===== src/hw/rtl/bchs_pkg.sv =====
// shared types and constants of the button click and hold scanner
package bchs_pkg;

    localparam int NUM_BUTTONS_DEF = 4;
    localparam int TIME_BITS_DEF   = 32;

    localparam int CFG_BITS  = 16;
    localparam int ADDR_BITS = 3;
    localparam int DATA_BITS = 32;

    localparam logic [CFG_BITS-1:0] SCAN_INTERVAL_RST = 16'd10;
    localparam logic [CFG_BITS-1:0] HOLD_LIMIT_RST    = 16'd500;

    // register index, taken from paddr[2]
    localparam logic REG_SCAN_INTERVAL = 1'b0;
    localparam logic REG_HOLD_LIMIT    = 1'b1;

    typedef logic [1:0] t_event;

    localparam t_event EV_IDLE  = 2'd0;
    localparam t_event EV_CLICK = 2'd1;
    localparam t_event EV_HELD  = 2'd2;

endpackage


===== src/hw/rtl/button_click_hold_scanner.sv =====
// button click and long-press scanner, top level
//
// input channel (i_valid / o_stall): one transaction is one time tick with the raw
// active-low button levels and a mask of clicks to read and clear.
// output channel (o_valid / i_stall): one transaction per tick with the pending click
// mask, the held mask and a flag telling whether the tick ran a sampling pass.
// a tick is captured in the input register, then all buttons are evaluated in
// parallel and the result register and button state load together.
// throughput is one tick per cycle unless the receiver stalls, set by the single evaluation stage.
// when the receiver stalls, the result register holds; a new tick is still taken
// while the input register is free, and o_stall rises only when both stages are full.
// reset (synchronous, active low) clears the tick counter, last scan time, press
// state and events, and loads scan interval = 10 and hold limit = 500.
// configuration goes through the APB-style port: scan interval at 0x0, hold limit at
// 0x4; the user writes them only while no tick is in flight, which the block does not enforce; pready is always high.
module button_click_hold_scanner #(
    parameter int NUM_BUTTONS = bchs_pkg::NUM_BUTTONS_DEF,
    parameter int TIME_BITS   = bchs_pkg::TIME_BITS_DEF
) (
    input  logic                           i_clk,
    input  logic                           i_rst_n,
    // tick input channel
    input  logic                           i_valid,
    output logic                           o_stall,
    input  logic [NUM_BUTTONS-1:0]         i_pin_levels,
    input  logic [NUM_BUTTONS-1:0]         i_read_clicks,
    // result channel
    output logic                           o_valid,
    input  logic                           i_stall,
    output logic [NUM_BUTTONS-1:0]         o_clicked,
    output logic [NUM_BUTTONS-1:0]         o_held,
    output logic                           o_scanned,
    // configuration port
    input  logic                           psel,
    input  logic                           penable,
    input  logic                           pwrite,
    input  logic [bchs_pkg::ADDR_BITS-1:0] paddr,
    input  logic [bchs_pkg::DATA_BITS-1:0] pwdata,
    output logic [bchs_pkg::DATA_BITS-1:0] prdata,
    output logic                           pready
);

    logic [bchs_pkg::CFG_BITS-1:0] r_scan_interval;
    logic [bchs_pkg::CFG_BITS-1:0] r_hold_limit;

    logic                   r_in_valid;
    logic [NUM_BUTTONS-1:0] r_levels;
    logic [NUM_BUTTONS-1:0] r_reads;

    logic                   r_out_valid;
    logic [NUM_BUTTONS-1:0] r_clicked;
    logic [NUM_BUTTONS-1:0] r_held;
    logic                   r_scanned;

    logic [TIME_BITS-1:0]   r_tick;
    logic [TIME_BITS-1:0]   r_last_scan;
    logic [NUM_BUTTONS-1:0] r_was_pressed;
    logic [TIME_BITS-1:0]   r_press_time [NUM_BUTTONS];
    bchs_pkg::t_event       r_event      [NUM_BUTTONS];

    logic [TIME_BITS-1:0]   n_tick;
    logic                   n_scan;
    logic [NUM_BUTTONS-1:0] n_pressed;
    logic [TIME_BITS-1:0]   n_press_time [NUM_BUTTONS];
    bchs_pkg::t_event       n_event      [NUM_BUTTONS];
    logic [NUM_BUTTONS-1:0] n_clicked;
    logic [NUM_BUTTONS-1:0] n_held;

    logic w_out_free;
    logic w_proc;
    logic w_load;
    logic w_cfg_wr;
    logic [TIME_BITS-1:0] w_hold;

    // pipeline control
    assign w_out_free = !r_out_valid || !i_stall;
    assign w_proc     = r_in_valid && w_out_free;
    assign w_load     = i_valid && (!r_in_valid || w_out_free);
    assign o_stall    = r_in_valid && !w_out_free;

    assign o_valid   = r_out_valid;
    assign o_clicked = r_clicked;
    assign o_held    = r_held;
    assign o_scanned = r_scanned;

    // configuration
    assign pready   = 1'b1;
    assign w_cfg_wr = psel && penable && pwrite;

    always_comb begin
        case (paddr[2])
            bchs_pkg::REG_SCAN_INTERVAL: prdata = bchs_pkg::DATA_BITS'(r_scan_interval);
            bchs_pkg::REG_HOLD_LIMIT:    prdata = bchs_pkg::DATA_BITS'(r_hold_limit);
            default:                     prdata = '0;
        endcase
    end

    always_ff @(posedge i_clk) begin
        if (!i_rst_n) begin
            r_scan_interval <= bchs_pkg::SCAN_INTERVAL_RST;
            r_hold_limit    <= bchs_pkg::HOLD_LIMIT_RST;
        end else if (w_cfg_wr) begin
            case (paddr[2])
                bchs_pkg::REG_SCAN_INTERVAL: r_scan_interval <= pwdata[bchs_pkg::CFG_BITS-1:0];
                bchs_pkg::REG_HOLD_LIMIT:    r_hold_limit    <= pwdata[bchs_pkg::CFG_BITS-1:0];
                default: ;
            endcase
        end
    end

    // evaluation of one tick, all buttons in parallel
    assign w_hold = TIME_BITS'(r_hold_limit);

    always_comb begin
        logic [TIME_BITS-1:0] held_for;
        n_tick = r_tick + TIME_BITS'(1);
        n_scan = (n_tick - r_last_scan) >= TIME_BITS'(r_scan_interval);
        n_pressed = ~r_levels;
        for (int i = 0; i < NUM_BUTTONS; i++) begin
            held_for        = n_tick - r_press_time[i];
            n_press_time[i] = r_press_time[i];
            n_event[i]      = r_event[i];
            if (n_scan) begin
                if (!n_pressed[i] && r_was_pressed[i]) begin
                    n_event[i] = (held_for < w_hold) ? bchs_pkg::EV_CLICK : bchs_pkg::EV_IDLE;
                end
                if (n_pressed[i] && !r_was_pressed[i]) begin
                    n_press_time[i] = n_tick;
                end
                // a fresh press has zero duration and never counts as held
                if (n_pressed[i] && r_was_pressed[i] && (held_for > w_hold)) begin
                    n_event[i] = bchs_pkg::EV_HELD;
                end
            end
            n_clicked[i] = (n_event[i] == bchs_pkg::EV_CLICK);
            n_held[i]    = (n_event[i] == bchs_pkg::EV_HELD);
            // reading a pending click returns it to idle
            if (n_clicked[i] && r_reads[i]) begin
                n_event[i] = bchs_pkg::EV_IDLE;
            end
        end
    end

    always_ff @(posedge i_clk) begin
        if (!i_rst_n) begin
            r_in_valid    <= 1'b0;
            r_out_valid   <= 1'b0;
            r_tick        <= '0;
            r_last_scan   <= '0;
            r_was_pressed <= '0;
            for (int i = 0; i < NUM_BUTTONS; i++) begin
                r_press_time[i] <= '0;
                r_event[i]      <= bchs_pkg::EV_IDLE;
            end
        end else begin
            if (w_load) begin
                r_in_valid <= 1'b1;
            end else if (w_proc) begin
                r_in_valid <= 1'b0;
            end
            if (w_proc) begin
                r_out_valid <= 1'b1;
            end else if (!i_stall) begin
                r_out_valid <= 1'b0;
            end
            if (w_proc) begin
                r_tick <= n_tick;
                if (n_scan) begin
                    r_last_scan   <= n_tick;
                    r_was_pressed <= n_pressed;
                end
                for (int i = 0; i < NUM_BUTTONS; i++) begin
                    r_press_time[i] <= n_press_time[i];
                    r_event[i]      <= n_event[i];
                end
            end
        end
    end

    always_ff @(posedge i_clk) begin
        if (w_load) begin
            r_levels <= i_pin_levels;
            r_reads  <= i_read_clicks;
        end
        if (w_proc) begin
            r_clicked <= n_clicked;
            r_held    <= n_held;
            r_scanned <= n_scan;
        end
    end

    a_click_held_disjoint: assert property (@(posedge i_clk) disable iff (!i_rst_n)
        o_valid |-> ((o_clicked & o_held) == '0))
        else $error("button reported as clicked and held at once");

    a_result_follows: assert property (@(posedge i_clk) disable iff (!i_rst_n)
        w_proc |=> o_valid)
        else $error("evaluated tick produced no result");

    a_tick_advance: assert property (@(posedge i_clk) disable iff (!i_rst_n)
        w_proc |=> (r_tick == $past(r_tick) + TIME_BITS'(1)))
        else $error("tick counter did not advance on an evaluated tick");

    a_stall_needs_item: assert property (@(posedge i_clk) disable iff (!i_rst_n)
        o_stall |-> (r_in_valid && r_out_valid))
        else $error("input stalled with a free pipeline stage");

endmodule

===== config.mk =====
export PLATFORM = sky130hd
export DESIGN_NAME = button_click_hold_scanner
export DESIGN_NICKNAME = d
export VERILOG_FILES = /design/src/hw/rtl/bchs_pkg.sv /design/src/hw/rtl/button_click_hold_scanner.sv
export SDC_FILE = /design/constraint.sdc
export NUM_CORES = 1
export LEC_CHECK = 0
export ABC_AREA = 0
export BUFFER_PORTS_ARGS = -buffer_cell sky130_fd_sc_hd__buf_2
export CAP_MARGIN = 25
export CELL_PAD_IN_SITES_DETAIL_PLACEMENT = 1
export CELL_PAD_IN_SITES_GLOBAL_PLACEMENT = 2
export CORE_MARGIN = 2
export CORE_UTILIZATION = 35
export DETAILED_ROUTE_END_ITERATION = 8
export PLACE_DENSITY_LB_ADDON = 0.1
export SYNTH_ARGS = -nofsm -noshare
export SYNTH_HDL_FRONTEND = slang
export SYNTH_SLANG_ARGS = --single-unit

===== constraint.sdc =====
create_clock -name i_clk -period 6.77 [get_ports i_clk]
set_input_delay 0.677 -clock i_clk [delete_from_list [all_inputs] [get_ports i_clk]]
set_output_delay 0.677 -clock i_clk [all_outputs]
set_load 0.05 [all_outputs]

==> results.json <==
{
  "status": "finished clean",
  "drv_slew": 0,
  "finalSetupViolations": 0,
  "grt_pass1_vias": 19600,
  "min_to": "r_levels[2]",
  "reg2reg_to": "r_event[0][0]",
  "die_area_sq_mm": 0.0635,
  "ios": 94,
  "hp-class": "input port to flop",
  "ir_drop_mv": 0.158,
  "powerDensity_mw_per_mm2": 179,
  "fp.dieW_microns": 252,
  "cp.arrival_ns": 6.55,
  "drv_cap": 0,
  "layout_min_cycle_time_ns": 6.23,
  "fin_ws_ns": 0.542,
  "post-synth-top-area-cell": "edfxtp_1",
  "gr-usage-all-layers": 0.238,
  "ys_ff_latch": 255,
  "cts_sinks": 255,
  "ys_types": 82,
  "grt_pass1_wl_microns": 116000,
  "clk_pin_slew_ns": 0.06,
  "place_area_sq_mm": 0.0228,
  "drc": 0,
  "cts.path.max_buffers": 3,
  "yosys_warnings": 0,
  "synthArstFlopShare": 0,
  "r2r_slack_ns": 0.54,
  "worstHoldStart": "i_pin_levels[2]",
  "synthFlopType": "edfxtp_1",
  "hold_viol": 0,
  "tightest_slew_ns": 0.841,
  "netlist_area_sq_mm": 0.0215,
  "rows": 90,
  "rr_startpoint": "r_tick[1]",
  "gp_congestion": 0.860,
  "synth_area_per_cell_sq_um": 8.27,
  "grt_setup_unrepaired": "no",
  "syn_to_final_growth_pct": 12.4,
  "drt_iter0_markers": 1103,
  "dp_slack_ns": 0.331,
  "synth_edf_count": 153,
  "fp.coreArea_sq_mm": 0.0606,
  "synth_largest_type_area_fraction": 0.213,
  "wire_per_inst_microns": 21.8,
  "cts_tree": "yes",
  "vias": 19300,
  "initial_core_util": 0.355,
  "startpoint_type": "flop",
  "fmax_mhz": 161,
  "port_buffers": 58,
  "seq_area_sq_mm": 0.00664,
  "dp_hpwl_microns": 62800,
  "path_max_fanout": 10,
  "maxSlewHeadroom": 0.435,
  "overflow": 0,
  "antenna_found_initial": 1,
  "final.setup_skew_ns": 0.0337,
  "antenna_left": 0,
  "die_h_microns": 252,
  "drt-pass1-iter-count": 5,
  "r2r_cells": 21,
  "fillers": 7278,
  "insertion_delay_ns": 0.61,
  "worstPathRequired_ns": 7.10,
  "layout-drive-gt1-share": 0.0857,
  "fin_nets": 2975,
  "worstSetupPathType": "flop to flop",
  "endpoint_kind": "flop",
  "via_per_inst": 5.53,
  "min_path_cells": 1,
  "synthMostInstantiatedCell": "nand2_1",
  "multiInputGateArea_sq_mm": 0.0136,
  "synth_commonest_cells": "275 x nand2_1, 261 x inv_1, 236 x ha_1",
  "period_share": 0.920,
  "cts_buffers": 31,
  "cts_max_level": 1,
  "p_leak_nw": 11.3,
  "grt_start_max_net_pins": 67,
  "root_buffer": "clkbuf_16",
  "fin_area_sq_mm": 0.0242,
  "ys_seq_area_frac": 0.308,
  "synth_cells": 2601,
  "wl_microns": 76300,
  "synth_area_leaders": "edfxtp_1 21%, ha_1 14%, dfxtp_1 9.5%, nand2_1 4.8%, inv_1 4.6%"
}
logic make-up (layout without fill, tap and decap cells):
group	Yosys count	in the layout	synth area share
AND/OR/NAND/NOR	829	829	0.183
AO/OA/AOI/OAI	752	752	0.233
buffers and inverters	368	460	0.0678
flip-flops	255	255	0.308
adder cells (fa/ha/maj)	241	241	0.142
XOR/XNOR	133	133	0.0552
multiplexers	21	21	0.0101
other	2	18	0.000349
worst max path at each step:
stage / startpoint / endpoint / slack (ns) / cells after the start
detailed placement: r_tick[0] / r_press_time[3][31] / 0.33 / 25
global placement: r_tick[0] / r_press_time[3][28] / 0.37 / 25
CTS: r_tick[1] / r_press_time[3][31] / 0.26 / 25
global route: r_tick[1] / r_press_time[3][22] / 0.007 / 29
floorplan: r_tick[0] / r_press_time[0][0] / -0.50 / 23
finish: r_tick[1] / r_event[0][0] / 0.54 / 21
sequential cells by signal, summed over array words and instances (netlist names):
name and cells:
o_valid 1, o_clicked 4, r_tick 32, r_was_pressed 4, r_event 8, r_hold_limit 16
r_in_valid 1, o_held 4, r_press_time 128, r_scan_interval 16, o_scanned 1, r_reads 4
r_levels 4, r_last_scan 32
layout make-up:
type,count,area share
Tap cell,782,0.0405
Sequential cell,255,0.274
Antenna cell,1,0.000103
Clock buffer,37,0.0330
Multi-Input combinational cell,1993,0.561
Timing Repair Buffer,142,0.0413
Inverter,261,0.0405
Clock inverter,20,0.00911
where the power goes:
group	internal [W]	switching [W]	leakage [nW]
clock	0.000994	0.000708	0.501
combinational	0.000332	0.000540	8.34
sequential	0.00171	0.0000424	2.42
total	0.00304	0.00129	11.3
through the flow:
stage	util	hold slack, ns	power, W	setup TNS, ns	std cells
3_3_place_gp	0.377	0.454	0.00261	0	3402
5_1_grt	0.399	0.220	0.00454	0	3490
6_report	0.399	0.240	0.00433	0	3491
4_1_cts	0.394	0.210	0.00435	0	3459
3_5_place_dp	0.377	0.464	0.00263	0	3402
2_1_floorplan	-	0.443	0.00238	-64.52	2616
repair_timing:
action | in CTS | in global routing
hold buffers | 0 | 0
endpoints found under the setup margin | 0 | 100
setup buffers | 0 | 31
resized for setup | 0 | 9
placed cells by master (no fill, tap or decap), types with 11 or more instances in the layout:
master	count
inv_1	260
nand3_1	73
o2111ai_1	14
o21a_1	51
xor2_1	50
nor4_1	11
nor2_1	204
dfxtp_1	102
o21bai_1	18
edfxtp_1	153
o21ai_0	143
o211ai_1	35
or3_1	12
a21o_1	88
mux2i_1	16
and4_1	11
a211oi_1	24
buf_4	75
a21boi_0	37
nand2b_1	21
and3_1	28
nor2b_1	36
nand4_1	51
and2_1	13
conb_1	17
nand2_1	274
ha_1	236
clkbuf_16	31
buf_2	58
xnor2_1	81
a21oi_1	188
o22ai_1	13
a31oi_1	15
nor3_1	50
o211a_1	41
critical path: stages (launching register included):
cell and delay [ns]:
dfxtp_1 0.38, ha_1 0.21, nand3_1 0.16, nor2_1 0.20, and4_1 0.32, nand2_1 0.12
nor2_1 0.20, buf_4 0.16, xnor2_1 0.23, inv_1 0.33, ha_1 0.59, nand2_1 0.08
o21ai_0 0.37, a211oi_1 0.10, o21a_1 0.16, o31ai_1 0.49, mux2_2 0.41, nor2_1 0.09
nand4b_1 0.44, nor4b_2 0.45, a211o_1 0.36, a211oi_1 0.12
routing by layer:
layer / global-route usage / vias up / share of wire
met5: 0 / - / 0
met4: 0.0571 / 0 / 0.022
met3: 0.0232 / 71 / 0.038
met2: 0.378 / 303 / 0.44
met1: 0.347 / 9404 / 0.50
li1: - / 9518 / -
Power figures use the tool's default switching activity.
